--- config.mk ---
export PLATFORM = sky130hd
export DESIGN_NAME = wb3_back
export DESIGN_NICKNAME = d
export VERILOG_FILES = /design/src/design/wb3_pkg.sv /design/src/design/wb3_back.sv
export VERILOG_INCLUDE_DIRS = /design/src /design/src/design
export SDC_FILE = /design/constraint.sdc
export NUM_CORES = 1
export LEC_CHECK = 0
export ABC_AREA = 1
export BUFFER_PORTS_ARGS = -buffer_cell sky130_fd_sc_hd__buf_2
export CAP_MARGIN = 25
export CORE_MARGIN = 4
export CORE_UTILIZATION = 57
export CTS_BUF_LIST = sky130_fd_sc_hd__clkbuf_16
export CTS_CLUSTER_SIZE = 20
export DETAILED_ROUTE_END_ITERATION = 7
export GPL_TIMING_DRIVEN = 0
export PLACE_DENSITY = 0.87
export SYNTH_ARGS = -nofsm -noshare
export SYNTH_HDL_FRONTEND = slang
export SYNTH_SLANG_ARGS = --single-unit
--- constraint.sdc ---
create_clock -name clk -period 2.2 [get_ports clk]
set_input_delay 0.11 -clock clk [delete_from_list [all_inputs] [get_ports clk]]
set_output_delay 0.11 -clock clk [all_outputs]
set_load 0.03 [all_outputs]
--- src/design/weighted_3x3_blur_filter_macros.svh ---
// ----------------------------------------------------------------------------
// Assertion macros
// Shared concurrent assertion forms for the blur filter blocks.
// ----------------------------------------------------------------------------
`ifndef WEIGHTED_3X3_BLUR_FILTER_MACROS_SVH
`define WEIGHTED_3X3_BLUR_FILTER_MACROS_SVH

// same-cycle implication
`define WB3_ASSERT_SAME(label, clk, rst, ante, cons, msg) \
  label: assert property (@(posedge clk) disable iff (rst) (ante) |-> (cons)) \
    else $error(msg);

// next-cycle implication
`define WB3_ASSERT_NEXT(label, clk, rst, ante, cons, msg) \
  label: assert property (@(posedge clk) disable iff (rst) (ante) |=> (cons)) \
    else $error(msg);

`endif

--- src/design/wb3_pkg.sv ---
// ----------------------------------------------------------------------------
// wb3_pkg
// Types and constants shared by the 3x3 binomial blur filter.
// ----------------------------------------------------------------------------
package wb3_pkg;

  localparam int PIX_W       = 24;
  localparam int ROW_W       = 12;
  localparam int QUEUE_DEPTH = 4;
  localparam int QPTR_W      = 2;
  localparam int QCNT_W      = 3;

  localparam logic [QCNT_W-1:0] QCNT_FULL = QCNT_W'(QUEUE_DEPTH);

  localparam logic ACT_PIXEL = 1'b0;
  localparam logic ACT_FLUSH = 1'b1;

  localparam logic REG_WIDTH  = 1'b0;
  localparam logic REG_HEIGHT = 1'b1;

  typedef logic [PIX_W-1:0] wb3_pix_t;

  typedef struct packed {
    logic valid;
    logic wr;
    logic emit;
    logic border;
    logic last;
  } wb3_tok_t;

  typedef struct packed {
    logic s1_emit;
    logic s2_emit;
  } wb3_flight_t;

  typedef struct packed {
    logic [7:0] blue;
    logic [7:0] green;
    logic [7:0] red;
    logic       frame_end;
  } wb3_res_t;

endpackage

--- src/design/wb3_back.sv ---
// ----------------------------------------------------------------------------
// wb3_back
// Result queue feeding the output channel.
// ----------------------------------------------------------------------------
`include "weighted_3x3_blur_filter_macros.svh"

module wb3_back
  import wb3_pkg::*;
(
  input  logic              clk,
  input  logic              rst,
  input  logic              push,
  input  wb3_res_t          push_res,
  output logic [QCNT_W-1:0] count,
  output logic              out_valid,
  input  logic              out_ready,
  output logic [7:0]        red_out,
  output logic [7:0]        green_out,
  output logic [7:0]        blue_out,
  output logic              frame_end
);

  wb3_res_t          q [QUEUE_DEPTH];
  logic [QPTR_W-1:0] head;
  logic [QPTR_W-1:0] tail;
  logic              pop;
  wb3_res_t          head_res;

  assign out_valid = count != '0;
  assign pop       = out_valid && out_ready;
  assign head_res  = q[head];
  assign red_out   = head_res.red;
  assign green_out = head_res.green;
  assign blue_out  = head_res.blue;
  assign frame_end = head_res.frame_end;

  always_ff @(posedge clk) begin
    if (rst) begin
      head  <= '0;
      tail  <= '0;
      count <= '0;
    end else begin
      if (push) begin
        tail <= tail + QPTR_W'(1);
      end
      if (pop) begin
        head <= head + QPTR_W'(1);
      end
      unique case ({push, pop})
        2'b10:   count <= count + QCNT_W'(1);
        2'b01:   count <= count - QCNT_W'(1);
        default: count <= count;
      endcase
    end
  end

  always_ff @(posedge clk) begin
    if (push) begin
      q[tail] <= push_res;
    end
  end

  `WB3_ASSERT_SAME(a_no_overflow, clk, rst, push && count == QCNT_FULL, pop, "queue overflow")
  `WB3_ASSERT_NEXT(a_count_up, clk, rst, push && !pop, count == $past(count) + QCNT_W'(1), "count up")
  `WB3_ASSERT_NEXT(a_count_dn, clk, rst, pop && !push, count == $past(count) - QCNT_W'(1), "count dn")

endmodule

==> results.md <==
- Setup Skew: 0.007724 ns
- Worst-path clk slew: 0.07 ns
- Worst r2r dst: count[2]
- Area of the die: 0.008945 mm2
- Worst Path Required: 2.43 ns
- Critical Path Sink: count[2]
- R2R depth: 13
- Post-synth EDFFs: 100
- Top cells by area, synth: edfxtp_1, nor2_1, dfxtp_1, o21ai_2, o22ai_1
- Clock sink count: 109
- Fin cells: 506
- FP Rows: 31
- Worst setup EP type: flop
- Die Wd: 94.58 um
- Drc violations: 0
- Initial antenna violation count: 0
- Area Overhead vs Synth: 23.95%
- Primary FF master, synth: edfxtp_1
- GP Congestion: 0.7895
- Post-cts sizing count: 0
- Htree depth: 3
- Leading area contributor after synthesis: edfxtp_1
- TritonCTS clock tree: built
- Final hold violations: 0
- Vias in the first global route: 2783
- Post-synthesis sequential area ratio: 74.49%
- Type of the worst min-delay path: in2reg
- Final nets: 437
- Initial Util: 58.91%
- Total track usage: 20.65%
- Core ar.: 0.007253 mm2
- Fin crit period: 1.835 ns
- Final setup violation count: 0
- Launch point of the critical path: count[1]
- CTS Root Cell: clkbuf_16
- Async S/R FF share, synth: 0%
- Status: completed
- Dpl hpwl: 5.532 mm
- Routed via count: 2717
- RSZ-0062 raised after global routing: false
- # IOs: 58
- Synthesized instance count: 307
- Synth Register Bits: 109
- Yosys Warn Count: 0
- Setup slack, reg-to-reg: 0.36 ns
- Mean Syn Cell Area: 13.92 um2
- Max clock buf depth: 2
- Max VDD drop: 0.0006125 V
- Largest net degree at the start of global routing: 26
- Final worst-path cycle share: 83.43%
- Port bufs: 57
- CP Data Arrival Time: 2.07 ns
- Synthesized area: 0.004273 mm2
- Post-Syn Nets: 342
- Relative slew slack: 54.67%
- Final Max Tran Viols: 0
- CTS Buf Count: 9
- Clock Latency Late Sink: 0.34 ns
- Share of cells above drive strength 1: 27.76%
- Library cells used by synthesis: 18
- First-pass iteration count of the detailed router: 4
- DR WL/cell: 17.21 um
- Leakage: 2.012 nW
- Drt initial violations: 120
- Total power per unit cell area: 1025 mW/mm2
- Area share of the largest cell type after synthesis: 70.28%
- Critical path class: reg2reg
- CP Max Fanout: 4
- Top cells by count, synth: edfxtp_1, nor2_1, o21ai_1, o22ai_1, o21ai_2
- Dpl cells: 465
- Most common cell in the netlist: edfxtp_1
- Antenna cell count: 0
- TNS Setup: 0 ns
- First-pass GRT wire length: 13.63 mm
- Die H: 94.58 um
- Detailed-route vias per instance: 5.370
- Post-DRT Antenna Nets: 0
- Fmax: 0.5448 GHz
- Max cap viols: 0
- Routed wire length: 8.709 mm
- Gr ovfl total: 0
- Startpoint Class: flop
- Worst r2r src: count[1]
- Actual slew at the worst max-slew pin: 0.6792 ns
==> placed cells by master (no fill, tap or decap) <==
| cell type | instances |
|---|---|
| a21oi_1 | 5 |
| buf_16 | 2 |
| buf_2 | 61 |
| buf_4 | 5 |
| buf_6 | 6 |
| buf_8 | 2 |
| bufinv_16 | 1 |
| clkbuf_16 | 9 |
| clkinv_1 | 1 |
| clkinv_2 | 1 |
| clkinv_4 | 2 |
| dfxtp_1 | 9 |
| dlygate4sd3_1 | 23 |
| edfxtp_1 | 100 |
| fa_1 | 1 |
| ha_1 | 5 |
| inv_1 | 17 |
| inv_2 | 1 |
| inv_4 | 1 |
| inv_6 | 2 |
| nand2_1 | 15 |
| nand3_1 | 3 |
| nor2_1 | 56 |
| o21ai_0 | 9 |
| o21ai_1 | 25 |
| o21ai_2 | 20 |
| o22ai_1 | 25 |
==> repair_timing <==
action / in CTS / in global routing
buffers inserted: 0 / 0
endpoints found under the hold margin: 86 / 2
hold buffers: 22 / 1
==> flip-flops by register name, indices dropped and copies added (netlist names), named ones only <==
| name | flops |
|---|---|
| q | 100 |
| count | 3 |
| head | 2 |
| tail | 2 |
==> layer usage <==
metal / vias up / GRT usage [%] / share of wire (%)
met4: 0 / 6.611 / 0.94
met3: 10 / 3.745 / 6.5
met2: 87 / 37.29 / 53
li1: 1306 / - / -
met1: 1314 / 25.15 / 39
met5: - / 0 / 0
==> worst min-delay path by stage <==
stage                 startpoint  endpoint  slack (ns)  cells past startpoint
floorplan                    rst      flop        0.19                      1
global placement             rst   head[1]        0.30                      2
detailed placement           rst      flop        0.30                      2
CTS                 push_res[16]  q[0][16]      0.0005                      1
global route        push_res[18]  q[2][18]       0.008                      1
finish              push_res[16]  q[2][16]       0.006                      1
==> worst max-delay path, cell delays in order (launching register included) <==
cell	delay (ns)
dfxtp_1	0.35
inv_1	0.08
nand2_1	0.13
nand2_1	0.09
inv_1	0.08
ha_1	0.16
inv_1	0.07
fa_1	0.38
inv_1	0.07
nand2_1	0.05
nand3_1	0.12
nand2_1	0.06
nand2_1	0.06
nor2_1	0.04
==> area by class of cell <==
cell class / count / area [um2]
well taps: 99 / 123.9
repair buffers: 84 / 600.6
clock buffers: 9 / 225.2
plain buffers: 15 / 125.1
multi-input cells: 164 / 890.9
clock inverters: 7 / 73.82
flip-flops and latches: 109 / 3183
inverters: 19 / 73.82
fillers: 474 / 1957
==> power breakdown <==
group          total (mW)  internal (mW)  switching [mW]  leakage [nW]
Combinational        1.41          0.445           0.961         0.872
Sequential           2.43           2.38          0.0506         0.993
Clock                1.59          0.889           0.704         0.148
==> logic make-up after synthesis <==
| kind of cell | share of synthesized area [%] |
|---|---|
| fa+ha+maj | 1.933 |
| flops | 74.49 |
| simple gates | 6.588 |
| buf+inv | 4.656 |
| compound gates | 12.33 |
==> stage by stage <==
step	utilization [%]	setup WS (ns)	cell area (um2)	hold WS (ns)	total power, mW
2_1_floorplan	-	0.1274	4273	0.1880	3.432
3_3_place_gp	64.55	0.3848	4682	0.2963	3.790
3_5_place_dp	65.14	0.3081	4725	0.3046	3.845
4_1_cts	72.30	0.2875	5244	0.0005372	5.449
5_1_grt	73.02	0.1607	5296	0.007699	5.654
6_report	73.02	0.3646	5296	0.005977	5.428
No activity file was read; power rests on OpenSTA's default activity.
