**config.mk**
```make
export PLATFORM = sky130hd
export DESIGN_NAME = wb3_front
export DESIGN_NICKNAME = d
export VERILOG_FILES = /design/src/design/weighted_3x3_blur_filter_macros.svh /design/src/design/wb3_pkg.sv /design/src/design/wb3_front.sv
export SDC_FILE = /design/constraint.sdc
export NUM_CORES = 1
export LEC_CHECK = 0
export ABC_CLOCK_PERIOD_IN_PS = 5060
export BUFFER_PORTS_ARGS = -buffer_cell sky130_fd_sc_hd__clkbuf_2
export CORE_MARGIN = 5
export CORE_UTILIZATION = 45
export DETAILED_ROUTE_END_ITERATION = 8
export PLACE_DENSITY_LB_ADDON = 0.12
export SLEW_MARGIN = 25
export SYNTH_ARGS = -nofsm -noshare
export SYNTH_HDL_FRONTEND = slang
export SYNTH_SLANG_ARGS = --single-unit
```
**constraint.sdc**
```tcl
create_clock -name clk -period 5.06 [get_ports clk]
set_clock_uncertainty 0.05 [all_clocks]
set_input_delay 1.012 -clock clk [delete_from_list [all_inputs] [get_ports clk]]
set_output_delay 1.012 -clock clk [all_outputs]
set_load 0.005 [all_outputs]
```
**src/design/weighted_3x3_blur_filter_macros.svh**
```systemverilog
// ----------------------------------------------------------------------------
// Assertion macros
// Shared concurrent assertion forms for the blur filter blocks.
// ----------------------------------------------------------------------------
`ifndef WEIGHTED_3X3_BLUR_FILTER_MACROS_SVH
`define WEIGHTED_3X3_BLUR_FILTER_MACROS_SVH

// same-cycle implication
`define WB3_ASSERT_SAME(label, clk, rst, ante, cons, msg) \
  label: assert property (@(posedge clk) disable iff (rst) (ante) |-> (cons)) \
    else $error(msg);

// next-cycle implication
`define WB3_ASSERT_NEXT(label, clk, rst, ante, cons, msg) \
  label: assert property (@(posedge clk) disable iff (rst) (ante) |=> (cons)) \
    else $error(msg);

`endif

```
**src/design/wb3_pkg.sv**
```systemverilog
// ----------------------------------------------------------------------------
// wb3_pkg
// Types and constants shared by the 3x3 binomial blur filter.
// ----------------------------------------------------------------------------
package wb3_pkg;

  localparam int PIX_W       = 24;
  localparam int ROW_W       = 12;
  localparam int QUEUE_DEPTH = 4;
  localparam int QPTR_W      = 2;
  localparam int QCNT_W      = 3;

  localparam logic [QCNT_W-1:0] QCNT_FULL = QCNT_W'(QUEUE_DEPTH);

  localparam logic ACT_PIXEL = 1'b0;
  localparam logic ACT_FLUSH = 1'b1;

  localparam logic REG_WIDTH  = 1'b0;
  localparam logic REG_HEIGHT = 1'b1;

  typedef logic [PIX_W-1:0] wb3_pix_t;

  typedef struct packed {
    logic valid;
    logic wr;
    logic emit;
    logic border;
    logic last;
  } wb3_tok_t;

  typedef struct packed {
    logic s1_emit;
    logic s2_emit;
  } wb3_flight_t;

  typedef struct packed {
    logic [7:0] blue;
    logic [7:0] green;
    logic [7:0] red;
    logic       frame_end;
  } wb3_res_t;

endpackage

```
**src/design/wb3_front.sv**
```systemverilog
// ----------------------------------------------------------------------------
// wb3_front
// Accepts words, classifies pixels and flush ticks, tracks frame position
// and issues the line store read.
// ----------------------------------------------------------------------------
module wb3_front
  import wb3_pkg::*;
#(
  parameter int AW = 10
) (
  input  logic              clk,
  input  logic              rst,
  input  logic              restart,
  input  logic [AW-1:0]     w_m1,
  input  logic [ROW_W-1:0]  h_m1,
  input  logic              in_valid,
  output logic              in_ready,
  input  logic              action,
  input  logic [7:0]        red_in,
  input  logic [7:0]        green_in,
  input  logic [7:0]        blue_in,
  input  wb3_flight_t       flight,
  input  logic [QCNT_W-1:0] q_count,
  output logic              rd_en,
  output logic [AW-1:0]     rd_addr,
  output wb3_tok_t          tok,
  output logic [AW-1:0]     tok_addr,
  output wb3_pix_t          tok_pix
);

  logic [AW-1:0]    in_col;
  logic [ROW_W-1:0] in_row;
  logic [AW-1:0]    out_col;
  logic [ROW_W-1:0] out_row;
  logic             draining;

  logic             accept;
  logic             live;
  logic             emit;
  logic             border;
  logic             last;
  logic             col_last;
  logic [QCNT_W:0]  pending;

  assign pending = {1'b0, q_count} + (QCNT_W+1)'(flight.s1_emit)
                 + (QCNT_W+1)'(flight.s2_emit);
  assign in_ready = pending < (QCNT_W+1)'(QUEUE_DEPTH);

  assign accept   = in_valid && in_ready;
  assign live     = accept && (draining || action == ACT_PIXEL);
  assign emit     = draining || (in_row >= ROW_W'(2))
                 || (in_row == ROW_W'(1) && in_col != '0);
  assign col_last = in_col == w_m1;
  assign border   = (out_row == '0) || (out_row == h_m1)
                 || (out_col == '0) || (out_col == w_m1);
  assign last     = (out_row == h_m1) && (out_col == w_m1);

  assign rd_en   = live;
  assign rd_addr = in_col;

  always_ff @(posedge clk) begin
    if (rst || restart) begin
      in_col   <= '0;
      in_row   <= '0;
      out_col  <= '0;
      out_row  <= '0;
      draining <= 1'b0;
      tok      <= '0;
    end else begin
      tok <= '{valid: live, wr: live && !draining, emit: live && emit,
               border: border, last: last};
      if (live) begin
        if (emit && last) begin
          in_col   <= '0;
          in_row   <= '0;
          out_col  <= '0;
          out_row  <= '0;
          draining <= 1'b0;
        end else begin
          in_col <= col_last ? '0 : in_col + AW'(1);
          if (col_last && !draining) begin
            if (in_row == h_m1) begin
              draining <= 1'b1;
            end else begin
              in_row <= in_row + ROW_W'(1);
            end
          end
          if (emit) begin
            if (out_col == w_m1) begin
              out_col <= '0;
              out_row <= out_row + ROW_W'(1);
            end else begin
              out_col <= out_col + AW'(1);
            end
          end
        end
      end
    end
  end

  always_ff @(posedge clk) begin
    if (live) begin
      tok_addr <= in_col;
      tok_pix  <= {blue_in, green_in, red_in};
    end
  end

endmodule

```
==> flow_metrics.py, run 1 <==
metrics = {
    "drt": {
        "vias": 3128,
        "avgViaCountPerCell": 5.22,
        "routed_wl_um": 9270,
        "drtAntennaViolNets": 0,
        "firstDrtPassIters": 4,
        "drc": 0,
        "drtIter0Drc": 127,
        "avgRoutedWirePerCell_um": 15.5,
    },
    "finish": {
        "fin_nets": 552,
        "syn2layout_area_growth_pct": 21.1,
        "diodes": 0,
        "post-route-util_pct": 55.4,
        "final_cells": 599,
        "drive_gt1_share_pct": 27.9,
    },
    "job": {
        "cap_violations": 0,
    },
    "critical_path": {
        "worstSetupPathType": "input port to primary output",
        "crit_fanout": 43,
        "critPathLaunchType": "input port",
        "cp_data_required_time_ns": 4.00,
        "crit_buf_inv": 4,
        "path_delay_family": "buffers and inverters",
        "cp-end-kind": "primary output",
        "critical_path.slowest_cell": "buf_4",
        "max_stage_delay_ns": 0.43,
        "crit_chain": "clkbuf_2, ha_1, nand3_1, o2111ai_4, inv_2, buf_4, clkbuf_2",
        "crit_path_frequent_cell": "clkbuf_2",
        "worstPathArrival_ns": 2.53,
    },
    "sta": {
        "tightest_slew_ns": 0.976,
        "final_hold_viol_count": 0,
        "fin_crit_ns": 3.59,
        "period_share_pct": 71.0,
        "timing.fmax_mhz": 279,
        "rsz0062_at_grt": "no",
        "setup-tns-final_ns": 0,
        "setup_viol": 0,
        "fin_ws_ns": 1.47,
        "maxSlewViolCount": 0,
        "relSlewSlack_pct": 34.9,
    },
    "die": {
        "core-area_um2": 8680,
        "fp.dieArea_um2": 10800,
        "io_pins": 107,
        "rows": 34,
        "initial_utilization_pct": 45.8,
        "die_w_um": 104,
        "die_height_um": 104,
    },
    "power_and_ir_drop": {
        "irDropWorstVdd_mv": 0.123,
        "power.leakage_nw": 1.90,
        "power_density_nw_per_um2": 265,
    },
    "grt": {
        "grt_util_met1_pct": 22.8,
        "grt_overflow": 0,
        "busiest_layer": "met2",
        "grt_use_met3_pct": 3.60,
        "grt_pass1_wl_um": 15600,
        "antenna_found_initial": 0,
        "grt_use_total_pct": 17.3,
        "grt_max_degree": 44,
        "use_met2_pct": 27.8,
        "grt_pass1_vias": 3211,
    },
    "logic_synthesis": {
        "seq_area_frac_synth_pct": 50.9,
        "muxShareOfSynthArea_pct": 0.252,
        "ys_ff_latch": 84,
        "synthCells": 380,
        "synth_top_family_by_area": "simple AND/OR/NAND/NOR gates",
        "synth.top_cell.area_share_pct": 25.7,
        "synth_fa_ha_area_share_pct": 3.15,
        "synth_simple_gate_area_share_pct": 21.8,
        "synth_compound_area_share_pct": 4.19,
        "avgSynthCellArea_um2": 10.5,
        "synth_nets": 446,
        "synth_warnings": 0,
        "synth.area.top_cells": "edfxtp_1 26%, dfxtp_1 25%, xor2_1 9.7%",
        "synthesis.area_um2": 3970,
        "ys_types": 42,
        "synth_xor_area_share_pct": 17.2,
        "yosysTopAreaCell": "edfxtp_1",
    },
    "outcome": {
        "outcome": "finished clean",
    },
    "clock_tree": {
        "clock_sinks": 84,
        "cts_root_buf": "clkbuf_8",
        "cts_buffers": 9,
        "cts_buffer_depth": 2,
        "cts_tree": "done",
        "htreeDepth": 3,
        "clock_latency_ns": 0.36,
        "clkTransAtPathRegs_ns": 0.10,
        "cts_resized": 0,
        "cts_hold_buffers": 0,
        "postCtsSetupBuffers": 0,
    },
    "placement": {
        "gp_congestion": 0.807,
        "preCtsSetupSlack_ns": 1.47,
        "place_inst": 583,
        "dp_hpwl_um": 6920,
        "numPortBuffers": 106,
    },
    "worst_hold_path": {
        "hp-class": "register to register",
    },
}
## final timing paths
check / start / endpoint / slack (ns) / cells past startpoint
worst max-delay path: flight[0] / rd_en / 1.47 / 7
worst min register to register: out_row[1]$_SDFFE_PP0P_ / out_row[1]$_SDFFE_PP0P_ / 0.50 / 2
worst min-delay path: out_row[1]$_SDFFE_PP0P_ / out_row[1]$_SDFFE_PP0P_ / 0.50 / 2
worst max register to register: out_col[1]$_SDFFE_PP0P_ / out_row[5]$_SDFFE_PP0P_ / 2.05 / 6
## state kept, by name, summed over array words and instances, names as in the netlist
register / flops
draining: 1
in_row: 12
out_col: 10
out_row: 12
rd_addr: 10
tok: 5
tok_addr: 10
tok_pix: 24
## cell type report
type,count,area [um^2]
clock buffer,9,124
fill,807,3870
tap,108,135
sequential,84,2020
inverter,12,45.0
timing repair buffer,108,546
multi-input combinational,271,1860
clock inverter,7,76.3
## cell families after synthesis
logic type,count (synthesis)
multiplexers,1
adder cells (fa/ha/maj),10
flip-flops,84
AND/OR/NAND/NOR,159
AO/OA/AOI/OAI,23
buffers and inverters,25
XOR/XNOR,78
## routing by layer
layer	wire (um)	part of all wire, %	vias to the layer above
met5	0	0	-
met2	4380	47	83
li1	-	-	1560
met1	4280	46	1469
met3	451	4.9	16
met4	159	1.7	0
## synth_stat cells
cell type / number
nor3_1: 7
nand3_1: 16
o21ai_0: 3
nand4_1: 29
dfxtp_1: 50
nor4b_1: 2
buf_2: 4
mux2i_1: 1
and2_1: 4
edfxtp_1: 34
nand2_1: 13
nor2_1: 46
or4_4: 1
o41ai_1: 1
nor2b_1: 1
o211ai_1: 1
a31oi_2: 1
or4b_4: 1
nor4_4: 1
o21a_1: 1
nand4b_1: 1
inv_1: 11
nor2_2: 1
and4_1: 4
inv_2: 1
clkbuf_1: 8
o31ai_1: 2
xor2_1: 44
a21oi_1: 7
nand3b_1: 3
a21oi_2: 1
buf_1: 1
and3_1: 9
a31oi_1: 4
or2_0: 1
o2111ai_4: 1
o21ai_1: 1
ha_1: 10
or2_2: 3
or3_1: 5
nor4_1: 11
xnor2_1: 34
## report_power, final
group	total, mW	leakage, nW	internal, mW	switching, mW
Clock	0.479	0.103	0.197	0.282
Sequential	0.717	0.728	0.714	0.00288
Combinational	0.0795	1.07	0.0371	0.0424
## tightest hold or removal path, cell delays in order (launching register included)
cell     delay [ns]
dfxtp_1        0.38
nand2_1        0.08
a21oi_1        0.05
## placed cells by master (no fill, tap or decap), types with 2 or more instances in the layout
cell and instances:
buf_4 2, nand2_1 13, xnor2_1 34, ha_1 10, and2_1 4, edfxtp_1 34, inv_8 3, o21ai_0 3
nor4_1 10, dfxtp_1 50, nand4_1 29, o31ai_1 2, inv_1 11, and4_1 4, nand3b_1 3, a21oi_1 7
nor3_1 7, a31oi_1 4, clkbuf_2 106, or3_1 5, inv_6 2, xor2_1 44, nor4b_1 2, nand3_1 16
clkbuf_8 9, and3_1 9, or2_2 3, nor2_1 46
## metrics by stage
stage	total power [mW]	hold WS (ns)	area (um^2)
final	1.28	0.500	4810
after global placement	0.811	0.479	4600
after CTS	1.29	0.500	4800
after detailed placement	0.813	0.484	4600
after global routing	1.33	0.514	4810
after floorplan	0.767	0.399	3970
Power figures use the tool's default switching activity.
==> run 2: changes to the inputs <==
--- a/config.mk
+++ b/config.mk
@@ -5,7 +5,7 @@
 export SDC_FILE = /design/constraint.sdc
 export NUM_CORES = 1
 export LEC_CHECK = 0
-export ABC_CLOCK_PERIOD_IN_PS = 5060
+export ABC_CLOCK_PERIOD_IN_PS = 3000
 export BUFFER_PORTS_ARGS = -buffer_cell sky130_fd_sc_hd__clkbuf_2
 export CORE_MARGIN = 5
 export CORE_UTILIZATION = 45
==> constraint.sdc (replaced) <==
create_clock -name clk -period 3 [get_ports clk]
set_clock_uncertainty 0.05 [all_clocks]
set_input_delay 0.6 -clock clk [delete_from_list [all_inputs] [get_ports clk]]
set_output_delay 0.6 -clock clk [all_outputs]
set_load 0.005 [all_outputs]
==> run 2 against run 1 <==
Power up 67%. Final cell count up 1.5%. Die area unchanged. Largest power group unchanged.
==> flow_metrics.py, run 2 (same netlist as run 1, synthesis figures left out) <==
metrics = {
    "sta": {
        "maxSlewViolCount": 0,
        "fin_hold_ws_ns": 0.357,
        "setup-tns-final_ns": 0,
        "relSlewSlack_pct": 66.8,
        "fin_crit_ns": 2.40,
        "period_share_pct": 79.9,
        "rsz0062_at_grt": "no",
        "tightest_slew_ns": 0.498,
        "final_hold_viol_count": 0,
        "timing.fmax_mhz": 417,
        "setup_viol": 0,
    },
    "clock_tree": {
        "clock_latency_ns": 0.36,
        "cts_hold_buffers": 0,
        "htreeDepth": 3,
        "postCtsSetupBuffers": 0,
        "clock_sinks": 84,
        "cts_root_buf": "clkbuf_8",
        "cts_buffers": 9,
        "cts_buffer_depth": 2,
        "cts_resized": 0,
        "clkTransAtPathRegs_ns": 0.10,
        "cts_tree": "done",
    },
    "drt": {
        "avgViaCountPerCell": 5.21,
        "drtIter0Drc": 131,
        "avgRoutedWirePerCell_um": 15.2,
        "vias": 3165,
        "firstDrtPassIters": 4,
        "drtAntennaViolNets": 0,
        "drc": 0,
        "routed_wl_um": 9220,
    },
    "finish": {
        "syn2layout_area_growth_pct": 22.2,
        "post-route-cell-area_um2": 4850,
        "largest_reg_flops": 24,
        "diodes": 0,
        "fin_nets": 561,
        "reg_top3": "tok_pix: 24 flops, in_row: 12 flops, out_row: 12 flops",
        "regMostFlops": "tok_pix",
        "final_cell_mix": "106 x clkbuf_2, 50 x dfxtp_1, 46 x nor2_1, 44 x xor2_1",
        "drive_gt1_share_pct": 28.8,
        "nFillCells": 828,
        "layout_commonest_cell": "clkbuf_2",
    },
    "outcome": {
        "outcome": "finished clean",
    },
    "die": {
        "core-area_um2": 8680,
        "io_pins": 107,
        "initial_utilization_pct": 45.8,
        "die_height_um": 104,
        "fp.dieArea_um2": 10800,
        "rows": 34,
        "die_w_um": 104,
    },
    "critical_path": {
        "cp-end-kind": "register",
        "r2r_cells": 6,
        "worstPathArrival_ns": 2.59,
        "critPathLaunchType": "input port",
        "worstSetupPathType": "input port to register",
        "cp_data_required_time_ns": 3.19,
        "crit_fanout": 6,
    },
    "power_and_ir_drop": {
        "power.leakage_nw": 1.94,
        "p_total_mw": 2.12,
        "irDropWorstVdd_mv": 0.207,
        "power_density_nw_per_um2": 438,
    },
    "grt": {
        "grt_pass1_vias": 3192,
        "grt_use_total_pct": 17.2,
        "grt_max_degree": 41,
        "antenna_found_initial": 0,
        "grt_overflow": 0,
        "grt_pass1_wl_um": 15600,
    },
    "placement": {
        "place_area_um2": 4670,
        "numPortBuffers": 106,
        "gp_congestion": 0.826,
        "dp_hpwl_um": 7040,
    },
    "job": {
        "cap_violations": 0,
    },
    "worst_hold_path": {
        "hp-class": "input port to register",
        "hold_depth": 1,
    },
}
[run 2: through the flow]
stage | setup slack [ns] | cells | utilization [%]
5_1_grt | 0.499 | 608 | 55.9
3_5_place_dp | 0.238 | 592 | 53.8
2_1_floorplan | 0.114 | 380 | -
4_1_cts | 0.621 | 608 | 55.9
3_3_place_gp | 0.272 | 592 | 53.8
6_report | 0.603 | 608 | 55.9
[run 2: worst paths after layout]
kind / start / endpoint / slack (ns)
worst max-delay path: flight[0] / in_row[11]$_SDFFE_PP0P_ / 0.60
worst min-delay path: red_in[7] / tok_pix[7]$_DFFE_PP_ / 0.36
worst max register to register: rd_addr[8]$_SDFFE_PP0P_ / in_row[11]$_SDFFE_PP0P_ / 0.64
worst min register to register: out_row[1]$_SDFFE_PP0P_ / out_row[1]$_SDFFE_PP0P_ / 0.49
[run 2: layout make-up]
cell class / instances / area [um^2] / area share, %
Sequential cell: 84 / 2020 / 41.6
Multi-Input combinational cell: 271 / 1850 / 38.1
Timing Repair Buffer: 117 / 613 / 12.6
Tap cell: 108 / 135 / 2.78
Clock buffer: 9 / 124 / 2.55
Clock inverter: 7 / 63.8 / 1.31
Inverter: 12 / 45.0 / 0.928
[run 2: metal layers]
metal / GRT usage, % / routed length [um] / up-vias
li1: - / - / 1574
met1: 22.6 / 4180 / 1502
met2: 28.4 / 4510 / 83
met3: 3.85 / 481 / 6
met4: 4.90 / 47 / 0
met5: 0 / 0 / -
[run 2: report_power, final]
group	switching (mW)	total, mW	leakage [nW]	internal (mW)
Clock	0.458	0.779	0.0907	0.321
Combinational	0.0725	0.136	1.12	0.0640
Sequential	0.00473	1.21	0.728	1.20
Total	0.535	2.12	1.94	1.59
[run 2: worst max-delay path, cell delays in order]
cell and delay [ns]:
clkbuf_2 0.08, ha_1 0.28, nand3_1 0.13, o2111ai_4 0.14
or4_4 0.60, or4b_4 0.53, xor2_1 0.17, nor2_2 0.04
