===== config.mk =====
export PLATFORM = sky130hd
export DESIGN_NAME = wb3_window
export DESIGN_NICKNAME = d
export VERILOG_FILES = /design/src/design/weighted_3x3_blur_filter_macros.svh /design/src/design/wb3_pkg.sv /design/src/design/wb3_window.sv
export SDC_FILE = /design/constraint.sdc
export NUM_CORES = 1
export LEC_CHECK = 0
export BUFFER_PORTS_ARGS = -buffer_cell sky130_fd_sc_hd__buf_4
export CAP_MARGIN = 40
export CORE_MARGIN = 2
export CORE_UTILIZATION = 35
export DETAILED_ROUTE_END_ITERATION = 10
export MAX_ROUTING_LAYER = met4
export PLACE_DENSITY = 0.49
export SKIP_LAST_GASP = 1
export SLEW_MARGIN = 20
export SYNTH_ARGS = -nofsm -noshare
export SYNTH_HDL_FRONTEND = slang
export SYNTH_SLANG_ARGS = --single-unit

===== constraint.sdc =====
create_clock -name clk -period 5.1 [get_ports clk]
set_input_delay 0.51 -clock clk [delete_from_list [all_inputs] [get_ports clk]]
set_output_delay 0.51 -clock clk [all_outputs]
set_load 0.01 [all_outputs]

===== src/design/weighted_3x3_blur_filter_macros.svh =====
// ----------------------------------------------------------------------------
// Assertion macros
// Shared concurrent assertion forms for the blur filter blocks.
// ----------------------------------------------------------------------------
`ifndef WEIGHTED_3X3_BLUR_FILTER_MACROS_SVH
`define WEIGHTED_3X3_BLUR_FILTER_MACROS_SVH

// same-cycle implication
`define WB3_ASSERT_SAME(label, clk, rst, ante, cons, msg) \
  label: assert property (@(posedge clk) disable iff (rst) (ante) |-> (cons)) \
    else $error(msg);

// next-cycle implication
`define WB3_ASSERT_NEXT(label, clk, rst, ante, cons, msg) \
  label: assert property (@(posedge clk) disable iff (rst) (ante) |=> (cons)) \
    else $error(msg);

`endif


===== src/design/wb3_pkg.sv =====
// ----------------------------------------------------------------------------
// wb3_pkg
// Types and constants shared by the 3x3 binomial blur filter.
// ----------------------------------------------------------------------------
package wb3_pkg;

  localparam int PIX_W       = 24;
  localparam int ROW_W       = 12;
  localparam int QUEUE_DEPTH = 4;
  localparam int QPTR_W      = 2;
  localparam int QCNT_W      = 3;

  localparam logic [QCNT_W-1:0] QCNT_FULL = QCNT_W'(QUEUE_DEPTH);

  localparam logic ACT_PIXEL = 1'b0;
  localparam logic ACT_FLUSH = 1'b1;

  localparam logic REG_WIDTH  = 1'b0;
  localparam logic REG_HEIGHT = 1'b1;

  typedef logic [PIX_W-1:0] wb3_pix_t;

  typedef struct packed {
    logic valid;
    logic wr;
    logic emit;
    logic border;
    logic last;
  } wb3_tok_t;

  typedef struct packed {
    logic s1_emit;
    logic s2_emit;
  } wb3_flight_t;

  typedef struct packed {
    logic [7:0] blue;
    logic [7:0] green;
    logic [7:0] red;
    logic       frame_end;
  } wb3_res_t;

endpackage


===== src/design/wb3_window.sv =====
// ----------------------------------------------------------------------------
// wb3_window
// Updates the line stores and the 3x3 window, then forms the blurred or
// passed-through result.
// ----------------------------------------------------------------------------
module wb3_window
  import wb3_pkg::*;
#(
  parameter int AW = 10
) (
  input  logic               clk,
  input  logic               rst,
  input  wb3_tok_t           tok,
  input  logic [AW-1:0]      tok_addr,
  input  wb3_pix_t           tok_pix,
  input  logic [2*PIX_W-1:0] rd_data,
  output logic               wr_en,
  output logic [AW-1:0]      wr_addr,
  output logic [2*PIX_W-1:0] wr_data,
  output wb3_flight_t        flight,
  output logic               push,
  output wb3_res_t           push_res
);

  wb3_pix_t   win [9];
  wb3_pix_t   top;
  wb3_pix_t   mid;
  wb3_pix_t   bot;
  logic       s2_emit;
  logic       s2_border;
  logic       s2_last;
  logic [11:0] sum [3];

  assign top = rd_data[2*PIX_W-1:PIX_W];
  assign mid = rd_data[PIX_W-1:0];
  assign bot = tok.wr ? tok_pix : '0;

  assign wr_en   = tok.valid && tok.wr;
  assign wr_addr = tok_addr;
  assign wr_data = {mid, tok_pix};

  assign flight.s1_emit = tok.valid && tok.emit;
  assign flight.s2_emit = s2_emit;

  always_ff @(posedge clk) begin
    if (rst) begin
      for (int k = 0; k < 9; k++) begin
        win[k] <= '0;
      end
      s2_emit <= 1'b0;
    end else begin
      s2_emit <= tok.valid && tok.emit;
      if (tok.valid) begin
        for (int k = 0; k < 3; k++) begin
          win[k*3]   <= win[k*3+1];
          win[k*3+1] <= win[k*3+2];
        end
        win[2] <= top;
        win[5] <= mid;
        win[8] <= bot;
      end
    end
  end

  always_ff @(posedge clk) begin
    s2_border <= tok.border;
    s2_last   <= tok.last;
  end

  always_comb begin
    for (int ch = 0; ch < 3; ch++) begin
      sum[ch] = 12'(win[0][ch*8 +: 8]) + 12'(win[2][ch*8 +: 8])
              + 12'(win[6][ch*8 +: 8]) + 12'(win[8][ch*8 +: 8])
              + {3'b0, win[1][ch*8 +: 8], 1'b0} + {3'b0, win[3][ch*8 +: 8], 1'b0}
              + {3'b0, win[5][ch*8 +: 8], 1'b0} + {3'b0, win[7][ch*8 +: 8], 1'b0}
              + {2'b0, win[4][ch*8 +: 8], 2'b0};
    end
  end

  assign push               = s2_emit;
  assign push_res.red       = s2_border ? win[4][7:0]   : sum[0][11:4];
  assign push_res.green     = s2_border ? win[4][15:8]  : sum[1][11:4];
  assign push_res.blue      = s2_border ? win[4][23:16] : sum[2][11:4];
  assign push_res.frame_end = s2_last;

endmodule


==> impl_metrics.csv, run 1 <==
group,metric,value,unit
synthesis,ys_ff_latch,219,
worst_hold_path,hold_class,"input port to flop",
synthesis,yosysUniqueCellTypes,51,
cts,path_clk_slew,0.06,ns
route,vias,7872,
route,first_pass_iters,4,
cts,tritoncts,"built",
cts,cts.sinks,219,
cts,clock_latency,0.55,ns
cells_and_area,nNetsFinal,1549,
synthesis,ys_async_sr_fraction,0,%
worst_setup_path,cp.arrival,4.70,ns
grt,grt_pass1_wl,44.5,mm
timing,skew,0.0106,ns
synthesis,yosysWarnings,0,
synthesis,yosys_most_used_dff,"edfxtp_1",
grt,grt_use_total,13.9,%
timing,tightest_slew,0.652,ns
cells_and_area,design_area,16800,um^2
worst_setup_path,cp_max_fo,3,
timing,maxSlewViolCount,0,
die,dieWidth,205,um
die,coreArea,39800,um^2
pwr,p_per_area,561,nW/um^2
synthesis,synth_edf_count,216,
cells_and_area,fin_util,42.3,%
route,drc,0,
grt,grt_max_degree,182,
timing,setup_viol,2,
route,drt_wl_total,27.2,mm
cells_and_area,multi_input_area,6400,um^2
die,std_cell_rows,73,
timing,finalCritPeriodShare,102,%
cts,clk_path_buf_depth,3,
die,dieArea,42100,um^2
route,vias_per_cell,4.35,
die,initial_core_util,35.6,%
job,cap_violations,0,
run_status,violations,"negative setup slack",
cts,numCtsBuffers,27,
synthesis,synth_area_per_cell,12.4,um^2
place,gp_congestion,0.763,
place,place.detailed.hpwl,19.1,mm
cts,root_buffer,"clkbuf_16",
route,final_antenna_net_count,0,
cts,htree_levels,1,
grt,antenna_found_initial,0,
grt,grt_pass1_vias,8492,
cts,ctsHoldBuffers,0,
cells_and_area,regArea,6550,um^2
timing,period_minus_slack,5.21,ns
route,wl_per_cell,15.0,um
timing,max_slew_margin,56.5,%
cells_and_area,nFillCells,3831,
cells_and_area,syn2layout_area_growth,18.8,%
synthesis,ys_seq_area_share,46.2,%
worst_setup_path,critPathKind,"flop to primary output",
cells_and_area,diodes,0,
timing,fin_ws,-0.110,ns
run_status,status,"finished, violations left",
cells_and_area,drive_above_1_share,21.6,%
die,pin_count,176,
grt,overflow,0,
pwr,peakVddDrop,0.370,mV
worst_setup_path,worstSetupEndpointType,"primary output",
timing,fmax,192,MHz
pwr,p_leak,7.48,nW
timing,rsz0062_at_grt,"true",
synthesis,syn_area,14200,um^2
timing,hold_violations,0,
route,first_iter_violations,307,
worst_setup_path,startpoint_type,"flop",
synthesis,synth_fp_nets,1429,
die,die_h,205,um
place,io_buffers,155,
worst_setup_path,critPathRequiredTime,4.59,ns
place,placed_cell_area,15500,um^2
synthesis,postSynthCellCount,1145,
==> cells in the mapped netlist (all sizes together) (7+ instances only) <==
| library cell | count | area [um^2] |
|---|---|---|
| inv | 264 | 991 |
| and2 | 223 | 1400 |
| edfxtp | 216 | 6490 |
| fa | 156 | 3120 |
| buf | 66 | 480 |
| ha | 39 | 488 |
| clkbuf | 23 | 86.3 |
| nand2 | 23 | 88.8 |
| a21oi | 18 | 90.1 |
| o21ai | 17 | 85.1 |
| nor2 | 9 | 33.8 |
| a2111oi | 7 | 92.6 |
| nor3 | 7 | 35.0 |
==> what timing repair did <==
action                                  4_1_cts  5_1_grt
hold endpoints to repair                      0        0
pin swaps                                    28       26
endpoints found under the setup margin       16       18
gates resized for setup                      25       39
buffers inserted                             14        6
==> flip-flops by register name (all words and copies together) (netlist names) <==
name,cells
s2_last,1
win,216
push,1
s2_border,1
==> per-layer routing <==
layer	GRT usage (%)	vias up	routed length (um)
li1	-	3787	-
met1	19.0	3929	12900
met2	22.0	121	12800
met3	2.31	35	1010
met4	2.77	0	503
met5	-	-	0
==> worst max-delay path, cell delays in order (launching register included) <==
cell and delay [ns]:
edfxtp_1 0.39, fa_1 0.57, fa_1 0.45, fa_1 0.54, inv_1 0.05, fa_2 0.57
nor3_2 0.07, fa_2 0.39, a211o_4 0.37, a2111oi_4 0.31, nand2_1 0.08, o211ai_1 0.18
buf_4 0.19
==> cell type report <==
type,count,area share (%)
clock buffers,36,4.21
clock inverters,13,0.691
inverters,264,5.89
multi-input cells,573,38.0
flip-flops and latches,219,38.9
well taps,525,3.90
repair buffers,180,8.39
==> cells in the final DEF, fill, tap and decap left out, types with 4 or more instances in the layout <==
| cell | n |
|---|---|
| a2111oi_4 | 6 |
| a21oi_1 | 11 |
| a21oi_2 | 4 |
| a22oi_1 | 4 |
| and2_1 | 222 |
| buf_4 | 175 |
| clkbuf_1 | 9 |
| clkbuf_16 | 27 |
| clkinv_1 | 4 |
| clkinv_2 | 5 |
| edfxtp_1 | 216 |
| fa_1 | 150 |
| fa_2 | 6 |
| ha_1 | 32 |
| ha_4 | 5 |
| inv_1 | 259 |
| inv_2 | 5 |
| nand2_1 | 22 |
| nand3_1 | 6 |
| nor2_1 | 9 |
| nor3b_1 | 4 |
| o21ai_0 | 9 |
| o21ai_1 | 8 |
| xnor2_1 | 6 |
==> report_power, final <==
group	switching, mW	internal [mW]	total, mW	leakage, nW
registers	0.0756	2.11	2.19	2.40
clock network	0.754	1.07	1.83	0.402
logic	2.91	2.53	5.44	4.68
total	3.74	5.71	9.45	7.48
==> through the flow <==
step / hold slack (ns) / power, mW / TNS (ns) / instances / setup slack [ns]
floorplan: 0.515 / 5.28 / 0 / 1145 / 0.635
global placement: 0.533 / 6.53 / 0 / 1741 / 0.238
detailed placement: 0.536 / 6.58 / 0 / 1742 / 0.220
CTS: 0.0233 / 8.99 / -0.530 / 1805 / -0.160
global route: 0.0297 / 10.2 / -1.70 / 1810 / -0.312
finish: 0.0616 / 9.45 / -0.163 / 1810 / -0.110
==> kinds of logic after synthesis <==
| logic type | synth area share (%) |
|---|---|
| buffers and inverters | 11.0 |
| AND/OR/NAND/NOR | 12.4 |
| flip-flops | 46.2 |
| adder cells (fa/ha/maj) | 25.5 |
| AO/OA/AOI/OAI | 4.18 |
| XOR/XNOR | 0.433 |
| multiplexers | 0.318 |
==> worst paths after layout <==
kind	endpoint	slack, ns	from	cells past startpoint
worst max-delay path	push_res[16]	-0.11	win[0][155]	12
worst min-delay path	s2_last	0.06	tok[0]	1
worst max register to register	win[0][73]	4.12	win[0][97]	2
worst min register to register	win[0][44]	0.55	win[0][68]	1
No activity file was read; power rests on OpenSTA's default activity.
==> run 2: changes to the inputs <==
--- a/config.mk
+++ b/config.mk
@@ -6,11 +6,11 @@
 export NUM_CORES = 1
 export LEC_CHECK = 0
-export BUFFER_PORTS_ARGS = -buffer_cell sky130_fd_sc_hd__buf_4
 export CAP_MARGIN = 40
 export CORE_MARGIN = 2
 export CORE_UTILIZATION = 35
 export DETAILED_ROUTE_END_ITERATION = 10
+export DONT_BUFFER_PORTS = 1
 export MAX_ROUTING_LAYER = met4
-export PLACE_DENSITY = 0.49
+export PLACE_DENSITY = 0.45
 export SKIP_LAST_GASP = 1
 export SLEW_MARGIN = 20
==> constraint.sdc (replaced) <==
create_clock -name clk -period 5.1 [get_ports clk]
set_input_delay 0.51 -clock clk [delete_from_list [all_inputs] [get_ports clk]]
set_output_delay 0.51 -clock clk [all_outputs]
set_load 0.05 [all_outputs]
==> run 2 against run 1 <==
Setup slack worse by 0.040 ns. Highest routed layer unchanged. Critical path type unchanged. Combinational power is 24% higher. Clock power rose by 9%. Maximum frequency decreased by 0.75%. Register-to-register slack worse by 0.07 ns. The flow still finishes with violations (negative setup slack). Utilization shrank 1.6 points. Largest power group unchanged. First-iteration DRC count down 28%.
==> impl_metrics.csv, run 2 (synthesized netlist as in run 1, its figures left out) <==
group,metric,value,unit
route,drc,0,
cells_and_area,diodes,0,
cells_and_area,largest_reg_flops,216,
worst_setup_path,timing.critical_path.buf_inv,2,
die,std_cell_rows,73,
run_status,status,"finished, violations left",
cts,numCtsBuffers,28,
worst_setup_path,reg2reg_depth,3,
die,dieArea,42100,um^2
worst_hold_path,whs_endpoint,"push",
timing,rsz0062_at_grt,"true",
worst_setup_path,cp.arrival,4.74,ns
pwr,p_leak,7.01,nW
place,gp_congestion,0.745,
grt,grt_pass1_wl,43.8,mm
worst_setup_path,crit_path_top_delay_cell,"fa_1",
cells_and_area,syn2layout_area_growth,14.4,%
worst_setup_path,cp_slowest_stage_delay,0.57,ns
worst_hold_path,holdPathStages,1,
cells_and_area,nNetsFinal,1432,
worst_setup_path,crit_top_cell,"fa_1",
timing,hold_violations,0,
cells_and_area,layout_common_cells,"inv_1 (255), and2_1 (222), edfxtp_1 (216)",
worst_setup_path,path_cells,"fa_1 > fa_1 > fa_1 > inv_1 > fa_2 > nor3_2 > fa_2 > a211o_1 > a2111oi_4 > nand2_1 > o211ai_1 > clkbuf_16",
die,pin_count,176,
worst_setup_path,worstSetupEndpointType,"primary output",
worst_setup_path,cpLargestDelayFamily,"adder cells",
timing,setup_tns,-0.425,ns
timing,finalCritPeriodShare,103,%
worst_setup_path,critPathRequiredTime,4.59,ns
job,cap_violations,0,
die,dieWidth,205,um
worst_setup_path,r2r_slack,4.05,ns
pwr,p_per_area,675,nW/um^2
timing,skew,0.00914,ns
die,die_h,205,um
timing,period_minus_slack,5.25,ns
cells_and_area,final_common_cell,"inv_1",
grt,grt_use_total,13.8,%
cells_and_area,drive_above_1_share,15.4,%
cts,root_buffer,"clkbuf_16",
route,final_antenna_net_count,0,
timing,fin_ws,-0.150,ns
route,vias,7402,
timing,maxSlewViolCount,0,
place,io_buffers,0,
route,first_pass_iters,4,
worst_hold_path,holdCritStartpoint,"tok[2]",
cts,tritoncts,"built",
cells_and_area,fin_util,40.7,%
route,first_iter_violations,220,
run_status,violations,"negative setup slack",
worst_setup_path,r2r_end,"win[0][93]",
cells_and_area,final_cells,1695,
grt,overflow,0,
cts,path_clk_slew,0.06,ns
cts,clock_latency,0.54,ns
grt,grt_max_degree,125,
pwr,peakVddDrop,0.693,mV
cells_and_area,nFillCells,3837,
timing,setup_viol,6,
timing,max_slew_margin,43.4,%
cells_and_area,largest_register,"win",
cts,clk_path_buf_depth,3,
cts,cts.sinks,219,
grt,grt_pass1_vias,7969,
worst_setup_path,critPathKind,"flop to primary output",
route,drt_wl_total,26.9,mm
timing,fmax,190,MHz
worst_setup_path,cp_max_fo,2,
die,coreArea,39800,um^2
route,vias_per_cell,4.37,
place,place_inst,1610,
die,initial_core_util,35.6,%
worst_setup_path,r2r_start,"win[0][117]",
route,wl_per_cell,15.9,um
place,place.detailed.hpwl,18.8,mm
grt,antenna_found_initial,0,
worst_setup_path,startpoint_type,"flop",
timing,tightest_slew,0.849,ns
worst_hold_path,hold_class,"input port to flop",
cts,htree_levels,1,
==> run 2: cell count changes in the layout (fill, tap and decap cells not counted), moves of 3 or more <==
cell	previous run	this run
buf_4	175	32
fa_2	6	9
inv_1	259	255
o21ai_2	0	5
clkbuf_16	27	30
inv_2	5	9
o21ai_0	9	5
a2111oi_2	0	4
fa_1	150	147
buf_6	1	21
a2111oi_4	6	3
==> run 2: timing repair <==
| item | 4_1_cts | 5_1_grt |
|---|---|---|
| pin swaps | 35 | 38 |
| endpoints found under the hold margin | 2 | 0 |
| endpoints found under the setup margin | 18 | 18 |
| hold buffers | 2 | 0 |
| resized for setup | 52 | 52 |
| buffers inserted | 22 | 11 |
==> run 2: layout make-up <==
type | count | area, um^2 | area share (%)
sequential | 219 | 6550 | 40.4
multi-input combinational | 573 | 6450 | 39.8
clock inverter | 12 | 141 | 0.872
inverter | 264 | 991 | 6.11
timing repair buffer | 62 | 637 | 3.93
clock buffer | 40 | 787 | 4.86
tap | 525 | 657 | 4.05
==> run 2: routing by layer <==
layer | vias up | global-route usage (%) | wire [um] | share of wire [%]
met1 | 3735 | 18.8 | 12700 | 47
met3 | 35 | 2.53 | 975 | 3.6
li1 | 3543 | - | - | -
met4 | 0 | 3.11 | 552 | 2.1
met5 | - | - | 0 | 0
met2 | 89 | 21.8 | 12700 | 47
==> run 2: stage by stage <==
| step | power [mW] | area (um^2) | setup WS [ns] | hold WS (ns) |
|---|---|---|---|---|
| after floorplan | 6.12 | 14200 | 0.0313 | 0.515 |
| after global placement | 7.27 | 14500 | 0.164 | 0.533 |
| after detailed placement | 7.29 | 14600 | 0.154 | 0.536 |
| after CTS | 10.2 | 15900 | -0.274 | 0.0582 |
| after global routing | 11.7 | 16200 | -0.363 | 0.0583 |
| final | 10.9 | 16200 | -0.150 | 0.0855 |
==> run 2: how the worst max path moves through the flow <==
| stage | start | to | slack [ns] | depth (start not counted) |
|---|---|---|---|---|
| floorplan | win[0][147] | push_res[4] | 0.03 | 11 |
| global placement | win[0][155] | push_res[16] | 0.16 | 12 |
| detailed placement | win[0][155] | push_res[16] | 0.15 | 12 |
| CTS | win[0][155] | push_res[16] | -0.27 | 12 |
| global route | win[0][116] | push_res[24] | -0.36 | 12 |
| finish | win[0][155] | push_res[16] | -0.15 | 12 |
==> run 2: power by group <==
group          switching (mW)  internal (mW)  total, mW
sequential             0.0771           2.11       2.19
clock                   0.783           1.22       2.00
combinational            3.85           2.89       6.74
total                    4.71           6.23       10.9
==> run 2: worst register-to-register path, delay by kind of cell, from the launching register on <==
| kind | cells | cell delay (ns) |
|---|---|---|
| flip-flops | 1 | 0.40 |
| AND/OR/NAND/NOR | 1 | 0.13 |
| buffers and inverters | 2 | 0.29 |
